===== config.mk =====
export PLATFORM = sky130hd
export DESIGN_NAME = date_difference_in_days_unit
export DESIGN_NICKNAME = d
export VERILOG_FILES = /design/src/hw/rtl/ddiff_pkg.sv /design/src/hw/rtl/ddiff_ctrl.sv /design/src/hw/rtl/ddiff_datapath.sv /design/src/hw/rtl/date_difference_in_days_unit.sv
export SDC_FILE = /design/constraint.sdc
export NUM_CORES = 1
export LEC_CHECK = 0
export BUFFER_PORTS_ARGS = -buffer_cell sky130_fd_sc_hd__buf_2
export CORE_MARGIN = 2
export CORE_UTILIZATION = 45
export CTS_BUF_LIST = sky130_fd_sc_hd__clkbuf_8
export DETAILED_ROUTE_END_ITERATION = 10
export HOLD_SLACK_MARGIN = 0.06
export PLACE_DENSITY_LB_ADDON = 0.25
export SYNTH_ARGS = -nofsm -noshare
export SYNTH_HDL_FRONTEND = slang
export SYNTH_SLANG_ARGS = --single-unit

===== constraint.sdc =====
create_clock -name aclk -period 11.9 [get_ports aclk]
set_input_delay 3.57 -clock aclk [delete_from_list [all_inputs] [get_ports aclk]]
set_output_delay 3.57 -clock aclk [all_outputs]
set_load 0.01 [all_outputs]

===== src/hw/rtl/ddiff_pkg.sv =====
// shared types, constants and calendar tables for the date difference unit
`default_nettype none

package ddiff_pkg;

    // field widths
    localparam int DAY_W    = 5;
    localparam int MONTH_W  = 4;
    localparam int YEAR_W   = 12;
    localparam int COUNT_W  = 20;
    localparam int IN_TDATA_W  = 48;
    localparam int OUT_TDATA_W = 24;

    // valid year range
    localparam logic [YEAR_W-1:0] MIN_YEAR = 12'd1583;
    localparam logic [YEAR_W-1:0] MAX_YEAR = 12'd2399;

    // year / 100 by reciprocal: (y * 5243) >> 19, exact for any 12-bit year
    localparam int RECIP_W     = 13;
    localparam logic [RECIP_W-1:0] RECIP_100 = 13'd5243;
    localparam int RECIP_SHIFT = 19;
    localparam int PROD_W      = YEAR_W + RECIP_W;
    localparam int QUOT_W      = PROD_W - RECIP_SHIFT;

    // serial day numbers and their difference
    localparam int SERIAL_W = 22;
    localparam int DIFF_W   = SERIAL_W + 1;

    localparam logic [MONTH_W-1:0] MONTH_JAN = 4'd1;
    localparam logic [MONTH_W-1:0] MONTH_FEB = 4'd2;
    localparam logic [MONTH_W-1:0] MONTH_DEC = 4'd12;
    localparam logic [DAY_W-1:0]   FEB_LEAP_DAYS = 5'd29;
    localparam logic [8:0]         DAYS_PER_YEAR = 9'd365;

    localparam logic signed [DIFF_W-1:0] COUNT_MAX = 23'sd524287;
    localparam logic signed [DIFF_W-1:0] COUNT_MIN = -23'sd524288;

    // controller states
    typedef enum logic [2:0] {
        ST_IDLE,
        ST_A_QUOT,
        ST_A_BASE,
        ST_A_ADD,
        ST_B_QUOT,
        ST_B_BASE,
        ST_B_ADD,
        ST_FINISH
    } state_t;

    // commands from the controller to the datapath
    typedef struct packed {
        logic load_in;
        logic sel_b;
        logic calc_quot;
        logic calc_base;
        logic calc_add;
        logic load_out;
    } dp_cmd_t;

    // days in a month of a common year
    function automatic logic [DAY_W-1:0] month_len(input logic [MONTH_W-1:0] m);
        logic [DAY_W-1:0] len;
        case (m)
            4'd1:    len = 5'd31;
            4'd2:    len = 5'd28;
            4'd3:    len = 5'd31;
            4'd4:    len = 5'd30;
            4'd5:    len = 5'd31;
            4'd6:    len = 5'd30;
            4'd7:    len = 5'd31;
            4'd8:    len = 5'd31;
            4'd9:    len = 5'd30;
            4'd10:   len = 5'd31;
            4'd11:   len = 5'd30;
            4'd12:   len = 5'd31;
            default: len = 5'd0;
        endcase
        return len;
    endfunction

    // days of a common year before the first of a month
    function automatic logic [8:0] days_before(input logic [MONTH_W-1:0] m);
        logic [8:0] n;
        case (m)
            4'd1:    n = 9'd0;
            4'd2:    n = 9'd31;
            4'd3:    n = 9'd59;
            4'd4:    n = 9'd90;
            4'd5:    n = 9'd120;
            4'd6:    n = 9'd151;
            4'd7:    n = 9'd181;
            4'd8:    n = 9'd212;
            4'd9:    n = 9'd243;
            4'd10:   n = 9'd273;
            4'd11:   n = 9'd304;
            4'd12:   n = 9'd334;
            default: n = 9'd0;
        endcase
        return n;
    endfunction

endpackage

`default_nettype wire


===== src/hw/rtl/ddiff_ctrl.sv =====
// sequencing state machine and output handshake for the date difference unit
`default_nettype none

module ddiff_ctrl (
    input  wire logic              aclk,
    input  wire logic              aresetn,
    input  wire logic              s_tvalid,
    output logic                   s_tready,
    output logic                   m_tvalid,
    input  wire logic              m_tready,
    output ddiff_pkg::dp_cmd_t     cmd
);

    ddiff_pkg::state_t state_reg, state_next;
    logic              out_valid_reg, out_valid_next;

    // state and output valid registers
    always_ff @(posedge aclk) begin
        if (!aresetn) begin
            state_reg     <= ddiff_pkg::ST_IDLE;
            out_valid_reg <= 1'b0;
        end else begin
            state_reg     <= state_next;
            out_valid_reg <= out_valid_next;
        end
    end

    // next state and datapath commands
    always_comb begin
        state_next = state_reg;
        cmd        = '0;
        s_tready   = 1'b0;
        unique case (state_reg)
            ddiff_pkg::ST_IDLE: begin
                s_tready = 1'b1;
                if (s_tvalid) begin
                    cmd.load_in = 1'b1;
                    state_next  = ddiff_pkg::ST_A_QUOT;
                end
            end
            ddiff_pkg::ST_A_QUOT: begin
                cmd.calc_quot = 1'b1;
                state_next    = ddiff_pkg::ST_A_BASE;
            end
            ddiff_pkg::ST_A_BASE: begin
                cmd.calc_base = 1'b1;
                state_next    = ddiff_pkg::ST_A_ADD;
            end
            ddiff_pkg::ST_A_ADD: begin
                cmd.calc_add = 1'b1;
                state_next   = ddiff_pkg::ST_B_QUOT;
            end
            ddiff_pkg::ST_B_QUOT: begin
                cmd.sel_b     = 1'b1;
                cmd.calc_quot = 1'b1;
                state_next    = ddiff_pkg::ST_B_BASE;
            end
            ddiff_pkg::ST_B_BASE: begin
                cmd.sel_b     = 1'b1;
                cmd.calc_base = 1'b1;
                state_next    = ddiff_pkg::ST_B_ADD;
            end
            ddiff_pkg::ST_B_ADD: begin
                cmd.sel_b    = 1'b1;
                cmd.calc_add = 1'b1;
                state_next   = ddiff_pkg::ST_FINISH;
            end
            ddiff_pkg::ST_FINISH: begin
                // wait for the output register to be free
                if (!out_valid_reg || m_tready) begin
                    cmd.load_out = 1'b1;
                    state_next   = ddiff_pkg::ST_IDLE;
                end
            end
            default: state_next = ddiff_pkg::ST_IDLE;
        endcase
    end

    // output item valid
    always_comb begin
        if (cmd.load_out) begin
            out_valid_next = 1'b1;
        end else if (m_tready) begin
            out_valid_next = 1'b0;
        end else begin
            out_valid_next = out_valid_reg;
        end
    end

    assign m_tvalid = out_valid_reg;

endmodule

`default_nettype wire


===== src/hw/rtl/ddiff_datapath.sv =====
// date registers, serial day arithmetic and result register
`default_nettype none

module ddiff_datapath (
    input  wire logic                                  aclk,
    input  wire ddiff_pkg::dp_cmd_t                    cmd,
    input  wire logic [ddiff_pkg::IN_TDATA_W-1:0]      in_data,
    output logic      [ddiff_pkg::OUT_TDATA_W-1:0]     out_data
);

    // captured dates
    logic [ddiff_pkg::DAY_W-1:0]    day_a_reg, day_b_reg;
    logic [ddiff_pkg::MONTH_W-1:0]  month_a_reg, month_b_reg;
    logic [ddiff_pkg::YEAR_W-1:0]   year_a_reg, year_b_reg;

    // working registers
    logic [ddiff_pkg::QUOT_W-1:0]   quot_reg;
    logic                           leap_reg;
    logic                           ok_a_reg, ok_b_reg;
    logic [ddiff_pkg::SERIAL_W-1:0] serial_a_reg, serial_b_reg;

    // result register
    logic [ddiff_pkg::COUNT_W-1:0]  count_reg;
    logic                           equal_reg, earlier_reg, invalid_reg;

    // date currently worked on
    logic [ddiff_pkg::DAY_W-1:0]    cur_day;
    logic [ddiff_pkg::MONTH_W-1:0]  cur_month;
    logic [ddiff_pkg::YEAR_W-1:0]   cur_year;
    logic [ddiff_pkg::SERIAL_W-1:0] cur_serial;

    assign cur_day    = cmd.sel_b ? day_b_reg    : day_a_reg;
    assign cur_month  = cmd.sel_b ? month_b_reg  : month_a_reg;
    assign cur_year   = cmd.sel_b ? year_b_reg   : year_a_reg;
    assign cur_serial = cmd.sel_b ? serial_b_reg : serial_a_reg;

    // year / 100 by reciprocal multiplication
    logic [ddiff_pkg::PROD_W-1:0] recip_prod;
    logic [ddiff_pkg::QUOT_W-1:0] quot_next;

    assign recip_prod = ddiff_pkg::PROD_W'(cur_year) * ddiff_pkg::PROD_W'(ddiff_pkg::RECIP_100);
    assign quot_next  = recip_prod[ddiff_pkg::RECIP_SHIFT +: ddiff_pkg::QUOT_W];

    // leap year, validity and days before the year
    logic [ddiff_pkg::YEAR_W-1:0]   hundreds;
    logic [ddiff_pkg::YEAR_W-1:0]   rem100;
    logic                           rem_zero;
    logic                           leap;
    logic [ddiff_pkg::YEAR_W-1:0]   prev_year;
    logic [ddiff_pkg::QUOT_W-1:0]   prev_q100;
    logic [ddiff_pkg::DAY_W-1:0]    last_day;
    logic                           date_ok;
    logic [ddiff_pkg::SERIAL_W-1:0] base_serial;

    always_comb begin
        hundreds  = (ddiff_pkg::YEAR_W'(quot_reg) << 6) + (ddiff_pkg::YEAR_W'(quot_reg) << 5)
                  + (ddiff_pkg::YEAR_W'(quot_reg) << 2);
        rem100    = cur_year - hundreds;
        rem_zero  = (rem100 == '0);
        leap      = (cur_year[1:0] == 2'b00) && (!rem_zero || (quot_reg[1:0] == 2'b00));
        prev_year = cur_year - ddiff_pkg::YEAR_W'(1);
        // (y - 1) / 100 drops by one when y is a whole century
        prev_q100 = quot_reg - ddiff_pkg::QUOT_W'(rem_zero);
        last_day  = ((cur_month == ddiff_pkg::MONTH_FEB) && leap) ? ddiff_pkg::FEB_LEAP_DAYS
                                                                 : ddiff_pkg::month_len(cur_month);
        date_ok   = (cur_month >= ddiff_pkg::MONTH_JAN) && (cur_month <= ddiff_pkg::MONTH_DEC)
                  && (cur_year >= ddiff_pkg::MIN_YEAR) && (cur_year <= ddiff_pkg::MAX_YEAR)
                  && (cur_day != '0) && (cur_day <= last_day);
        base_serial = ddiff_pkg::SERIAL_W'(prev_year) * ddiff_pkg::SERIAL_W'(ddiff_pkg::DAYS_PER_YEAR)
                    + ddiff_pkg::SERIAL_W'(prev_year >> 2)
                    - ddiff_pkg::SERIAL_W'(prev_q100)
                    + ddiff_pkg::SERIAL_W'(prev_q100 >> 2);
    end

    // add the month and day within the year
    logic [ddiff_pkg::SERIAL_W-1:0] full_serial;

    assign full_serial = cur_serial
                       + ddiff_pkg::SERIAL_W'(ddiff_pkg::days_before(cur_month))
                       + ddiff_pkg::SERIAL_W'((cur_month > ddiff_pkg::MONTH_FEB) && leap_reg)
                       + ddiff_pkg::SERIAL_W'(cur_day);

    // difference, flags and saturation
    logic signed [ddiff_pkg::DIFF_W-1:0]  diff;
    logic                                 invalid;
    logic [ddiff_pkg::COUNT_W-1:0]        count_next;
    logic                                 equal_next, earlier_next;

    always_comb begin
        diff    = $signed({1'b0, serial_b_reg}) - $signed({1'b0, serial_a_reg});
        invalid = !(ok_a_reg && ok_b_reg);
        if (invalid) begin
            count_next   = '0;
            equal_next   = 1'b0;
            earlier_next = 1'b0;
        end else begin
            equal_next   = (diff == '0);
            // positive: sign bit clear and not zero
            earlier_next = !diff[ddiff_pkg::DIFF_W-1] && (diff != '0);
            if (diff > ddiff_pkg::COUNT_MAX) begin
                count_next = ddiff_pkg::COUNT_MAX[ddiff_pkg::COUNT_W-1:0];
            end else if (diff < ddiff_pkg::COUNT_MIN) begin
                count_next = ddiff_pkg::COUNT_MIN[ddiff_pkg::COUNT_W-1:0];
            end else begin
                count_next = diff[ddiff_pkg::COUNT_W-1:0];
            end
        end
    end

    // payload registers
    always_ff @(posedge aclk) begin
        if (cmd.load_in) begin
            day_a_reg   <= in_data[4:0];
            month_a_reg <= in_data[8:5];
            year_a_reg  <= in_data[20:9];
            day_b_reg   <= in_data[25:21];
            month_b_reg <= in_data[29:26];
            year_b_reg  <= in_data[41:30];
        end
        if (cmd.calc_quot) begin
            quot_reg <= quot_next;
        end
        if (cmd.calc_base) begin
            leap_reg <= leap;
            if (cmd.sel_b) begin
                ok_b_reg     <= date_ok;
                serial_b_reg <= base_serial;
            end else begin
                ok_a_reg     <= date_ok;
                serial_a_reg <= base_serial;
            end
        end
        if (cmd.calc_add) begin
            if (cmd.sel_b) begin
                serial_b_reg <= full_serial;
            end else begin
                serial_a_reg <= full_serial;
            end
        end
        if (cmd.load_out) begin
            count_reg   <= count_next;
            equal_reg   <= equal_next;
            earlier_reg <= earlier_next;
            invalid_reg <= invalid;
        end
    end

    assign out_data = {1'b0, invalid_reg, earlier_reg, equal_reg, count_reg};

endmodule

`default_nettype wire


===== src/hw/rtl/date_difference_in_days_unit.sv =====
// top level of the Gregorian date difference unit
//
//  channel | direction | handshake          | tdata fields (low bit first)
//  s_      | in        | s_tvalid/s_tready  | day_a, month_a, year_a, day_b, month_b, year_b
//  m_      | out       | m_tvalid/m_tready  | day_count, dates_equal, first_is_earlier,
//          |           |                    | date_invalid
//
// once an item is accepted, the sequencer runs three steps of the shared serial
// day unit (quotient, year base, month/day add) for each date, then forms the difference
// and loads it into the result register, raising m_tvalid; it then returns to idle.
// a new item is accepted only while the sequencer is idle; the result register lets it
// start while the previous result still waits on m_tready, and the difference step
// holds until that result is taken.
// aresetn is synchronous and active low; it clears the sequencer and the output valid.
`default_nettype none

module date_difference_in_days_unit (
    input  wire logic                                  aclk,
    input  wire logic                                  aresetn,
    input  wire logic                                  s_tvalid,
    output logic                                       s_tready,
    // day_a[4:0], month_a[8:5], year_a[20:9], day_b[25:21], month_b[29:26], year_b[41:30]
    input  wire logic [ddiff_pkg::IN_TDATA_W-1:0]      s_tdata,
    output logic                                       m_tvalid,
    input  wire logic                                  m_tready,
    // day_count[19:0], dates_equal[20], first_is_earlier[21], date_invalid[22]
    output logic      [ddiff_pkg::OUT_TDATA_W-1:0]     m_tdata
);

    ddiff_pkg::dp_cmd_t cmd;

    // sequencer
    ddiff_ctrl u_ctrl (
        .aclk     (aclk),
        .aresetn  (aresetn),
        .s_tvalid (s_tvalid),
        .s_tready (s_tready),
        .m_tvalid (m_tvalid),
        .m_tready (m_tready),
        .cmd      (cmd)
    );

    // arithmetic and storage
    ddiff_datapath u_datapath (
        .aclk     (aclk),
        .cmd      (cmd),
        .in_data  (s_tdata),
        .out_data (m_tdata)
    );

endmodule

`default_nettype wire


# Word-level counts from Yosys, hierarchy flattened
# Memory sizes are Yosys's and may differ from the RTL's.
# Cells that the tools add are included.
[totals]
latch_bits = 0
ramBits = 0
rom_bits = 224
output_inout_bits = 26
memories = 2
wordCells = 116
inputBits = 52
regBits = 122
[memory_table]
columns = ["name", "words", "width", "read_ports", "rd_clocked_by_memory_dff", "write_ports", "line_no", "source"]
rows = [
  ["(no name shown)", 16, 9, 1, 0, 0, "ddiff_pkg.sv:84", "case (m)"],
  ["(no name shown)", 16, 5, 1, 0, 0, "ddiff_pkg.sv:63", "case (m)"],
]
[op_classes]
addsub = 12
n_div = 0
n_mux = 29
order_cmp = 8
shift = 0
n_eq_ne = 10
reduce_logical = 32
bitwise = 2
n_mul = 2
[ops]
columns = ["op", "count"]
rows = [
  ["$mux 22", 9],
  ["$mul 12x13->25 const B", 1],
  ["$pmux 3 s8", 1],
  ["$gt 23x20->1 const B", 1],
  ["$logic_not 23->1", 1],
  ["$lt 23x20->1 const B", 1],
  ["$reduce_bool 23->1", 1],
  ["$sub 22x22->23", 1],
  ["$add 21x10->22", 1],
  ["$add 22x1->22", 1],
  ["$add 22x4->22", 1],
  ["$add 22x5->22", 1],
  ["$add 22x9->22", 1],
  ["$sub 22x6->22", 1],
  ["$mul 12x9->21 const B", 1],
  ["$mux 20", 1],
  ["$mux 19", 1],
  ["$add 12x11->12", 1],
  ["$add 12x8->12", 1],
  ["$eq 3x3->1 const B", 4],
  ["$ge 12x11->1 const B", 1],
  ["$le 12x12->1 const B", 1],
  ["$logic_not 12->1", 1],
  ["$mux 12", 1],
  ["27 further kinds", 60],
]

# Depth between registers and ports, before layout
[logic_depth]
depth_word = 13
depth_mapped = 37
ltp_nobuf = 34

# Modules after synthesis
# A second synthesis with hierarchy kept.
[unflattened]
cells_unflattened = 1565
hier_area_um2 = 14594.0
[modules_own_cells]
columns = ["mod", "seq_area_each_um2", "area_per_inst_um2", "cells_per_inst", "instances"]
rows = [
  ["ddiff_datapath", 3103.0, 14248.7, 1526, 1],
  ["ddiff_ctrl", 80.1, 345.3, 39, 1],
]

# Worst setup path after synthesis
# OpenSTA, ideal clock, no wires.
[synth_path]
kind = "register to register"
start = "reg u_ctrl.state_reg[0]"
end = "reg with a tool-made name"
t_required_ps = 11748
t_arrival_ps = 8397
path_stages_with_launch = 37
setup_slack_ps = 3351
period_less_slack_ps = 8549
path_buffers = 4
setup_time_ps = 152
cell_sequence = "dfxtp_1 > inv_1 > ha_1 > o31ai_1 > buf_4 > buf_2 > buf_2 > buf_2 > mux2i_1 > inv_1 > fa_1 > ha_1 > nor2_1 > xnor2_1 > xnor2_1 > nand4_1 > nor3_1 > ha_1 > and3_1 > xnor2_1 > inv_1 > ha_1 > fa_1 > inv_1 > fa_1 > inv_1 > fa_1 > ha_1 > and3_1 > a221oi_1 > a21oi_1 > o21ai_1 > o311a_1 > o21bai_1 > xnor2_1 > o31a_1 > o21ai_0"
[synth_rtl]
columns = ["item", "line_no", "source"]
rows = [
  ["from (decl)", "ddiff_ctrl.sv:14", "ddiff_pkg::state_t state_reg, state_next;"],
  ["from (signal assigned)", "ddiff_ctrl.sv:20", "state_reg <= ddiff_pkg::ST_IDLE;"],
  ["from (signal assigned)", "ddiff_ctrl.sv:23", "state_reg <= state_next;"],
]

==> impl_metrics.yaml <==
worst_setup_path:
  max_stage_delay_ns: 0.64
  path_buf_inv: 6
  crit_slowest_cell: "mux2i_1"
  worstReg2RegStart: "u_ctrl.state_reg[0]"
  worstPathMaxFanout: 16
  reg2reg_slack_ns: 2.40
  crit_required_ns: 12.10
  timing.critical_path.max_delay_family: "adder cells"
  rr_worst_depth: 31
  cp.depth: 31
  end_kind: "flip-flop"
  critPathLaunchType: "flip-flop"
  critPathKind: "flip-flop to flip-flop"
  critPathArrivalTime_ns: 9.71
sta:
  hold_viol_final: 0
  worst_clock_skew_ns: 0.0225
  tns_ns: 0
  post-route-period-util: 0.799
  setup_viol_count_final: 0
  worst_pin_slew_ns: 1.11
  period_minus_slack_ns: 9.50
  relSlewSlack: 0.255
  max_freq_mhz: 105
  rsz0062_at_grt: "false"
  report.final.slew_viol_count: 0
die:
  fp.dieH_um: 183
  rows: 65
  die_area_mm2: 0.0336
  die_w_um: 183
  coreArea_mm2: 0.0316
  start_util: 0.457
  io_pins: 78
clock_network:
  clock_sinks: 122
  cts_buffers: 17
  path_clk_slew_ns: 0.07
  clkLatencyLatePin_ns: 0.47
  clockBufferDepth: 2
  hold_buffers: 0
  post-cts-setup-buffer-count: 0
  root_buffer: "clkbuf_8"
  tritoncts: "done"
  cts.repair.resized: 0
  htreeDepth: 4
layout:
  fin_nets: 1978
  fill_cells: 2975
  fin_area_mm2: 0.0156
  seqCellArea_mm2: 0.00322
  drive_gt1_frac: 0.108
  antennaDiodeCount: 0
  final_cells: 1991
  multi_input_area_mm2: 0.0101
  area_delta_synth_final_pct: 8.15
hold_path:
  whs_path_depth: 2
  min_from: "u_datapath.serial_a_reg[3]"
  holdPathEnd: "u_datapath.serial_a_reg[3]"
  hold_path_class: "flip-flop to flip-flop"
detailed_routing:
  antenna_left: 0
  vias: 10800
  drc_errors: 0
  first_pass_iters: 5
  routed_via_density: 5.42
  drt_iter0_markers: 529
  wirelength_um: 32400
  post_drt_wl_per_cell_um: 16.3
place:
  dp_hpwl_um: 26700
  place_congestion: 0.885
  post-place-cells: 1959
  portBuffers: 70
  placed_area_mm2: 0.0153
global_route:
  grtUsageTotal: 0.202
  grt_max_degree: 43
  grt_overflow: 0
  grt_pass1_vias: 11000
  grt_pass1_wl_um: 54300
  antenna_found_initial: 0
logic_synthesis:
  synth-edff-count: 78
  synth-async-reset-ratio: 0
  yosys.area.top_type: "ha_1"
  ys_ff_latch: 122
  synth_area_mm2: 0.0145
  syn_inst: 1511
  yosys-top-cells-area: "ha_1 (20%), fa_1 (17%), edfxtp_1 (16%)"
  yosysWarningCount: 0
  synth_area_per_cell_um2: 9.58
  synth_nets: 1913
  synth_ff_type: "edfxtp_1"
  synth_top_area_share: 0.197
  seq_area_frac_synth: 0.223
  ys_types: 88
outcome:
  status: "finished, final reports clean"
job:
  drv_cap: 0
[synth_stat cells, types with 5 or more instances]
cell,n
inv_1,249
ha_1,228
fa_1,122
a21oi_1,92
nand2_1,84
nor2_1,82
edfxtp_1,78
o21ai_0,68
xnor2_1,56
dfxtp_1,44
mux2i_1,32
xor2_1,24
nand3_1,22
a21o_1,21
a211oi_1,20
clkbuf_1,20
mux2_2,19
and3_1,18
nand4_1,17
o21a_1,14
a31oi_1,13
nor2b_1,13
nand2b_1,11
o21bai_1,11
nor3_1,10
a21oi_2,9
o31ai_1,8
o211ai_1,7
and2_1,6
buf_4,6
a22oi_1,5
buf_2,5
nor2_2,5
[how the worst max path moves through the flow]
stage,startpoint,end
2_1_floorplan,u_ctrl.state_reg[0],flip-flop
3_3_place_gp,u_ctrl.state_reg[0],flip-flop
3_5_place_dp,u_ctrl.state_reg[0],flip-flop
4_1_cts,u_ctrl.state_reg[0],flip-flop
5_1_grt,u_ctrl.state_reg[0],flip-flop
6_report,u_ctrl.state_reg[0],flip-flop
[cell usage in the layout, fill, tap and decap left out, types with 19 or more instances in the layout]
| cell type | n |
|---|---|
| inv_1 | 251 |
| ha_1 | 228 |
| fa_1 | 122 |
| a21oi_1 | 92 |
| nand2_1 | 84 |
| nor2_1 | 82 |
| edfxtp_1 | 78 |
| buf_2 | 70 |
| o21ai_0 | 68 |
| xnor2_1 | 56 |
| dfxtp_1 | 44 |
| mux2i_1 | 32 |
| xor2_1 | 24 |
| nand3_1 | 22 |
| a21o_1 | 21 |
| a211oi_1 | 20 |
| mux2_2 | 19 |
[per-layer routing]
layer | vias to the layer above | GRT usage | part of all wire
met5 | - | 0 | 0
met4 | 0 | 0.0598 | 0.020
met3 | 45 | 0.0304 | 0.037
met2 | 221 | 0.331 | 0.45
met1 | 5207 | 0.279 | 0.49
li1 | 5319 | - | -
[through the flow]
step / setup slack, ns / util / hold slack [ns]
2_1_floorplan: 3.35 / - / 0.451
3_3_place_gp: 2.48 / 0.482 / 0.477
3_5_place_dp: 2.35 / 0.482 / 0.495
6_report: 2.40 / 0.495 / 0.512
4_1_cts: 2.33 / 0.495 / 0.505
5_1_grt: 1.92 / 0.495 / 0.533
[worst reg2reg max path: cells and delay by family (launching register included)]
kind / cells / cell delay [ns]
adders and majority gates: 9 / 3.50
AOI/OAI and AO/OA: 9 / 2.36
muxes: 2 / 1.03
buffers and inverters: 6 / 1.02
and+or+nand+nor: 3 / 0.52
xor gates and xnor gates: 2 / 0.44
DFF: 1 / 0.39
[kinds of logic (layout without fill, tap and decap cells)]
| kind of cell | count (synthesis) | in the layout | share of synthesized area |
|---|---|---|---|
| AOI/OAI and AO/OA | 315 | 315 | 0.143 |
| xor gates and xnor gates | 80 | 80 | 0.0484 |
| adders and majority gates | 350 | 350 | 0.366 |
| buffers and inverters | 289 | 367 | 0.0781 |
| DFF | 122 | 122 | 0.223 |
| muxes | 55 | 55 | 0.0406 |
| other | 1 | 1 | 0.000259 |
| and+or+nand+nor | 299 | 299 | 0.102 |
[area by class of cell]
type / instances / area share
timing repair buffer: 83 / 0.0286
clock buffer: 17 / 0.0150
multi-input combinational: 1100 / 0.648
inverter: 252 / 0.0604
tap: 402 / 0.0321
clock inverter: 15 / 0.0102
sequential: 122 / 0.206
Power is not shown: default switching activity piles up to over one toggle a cycle in this logic, so the estimate is an artifact.
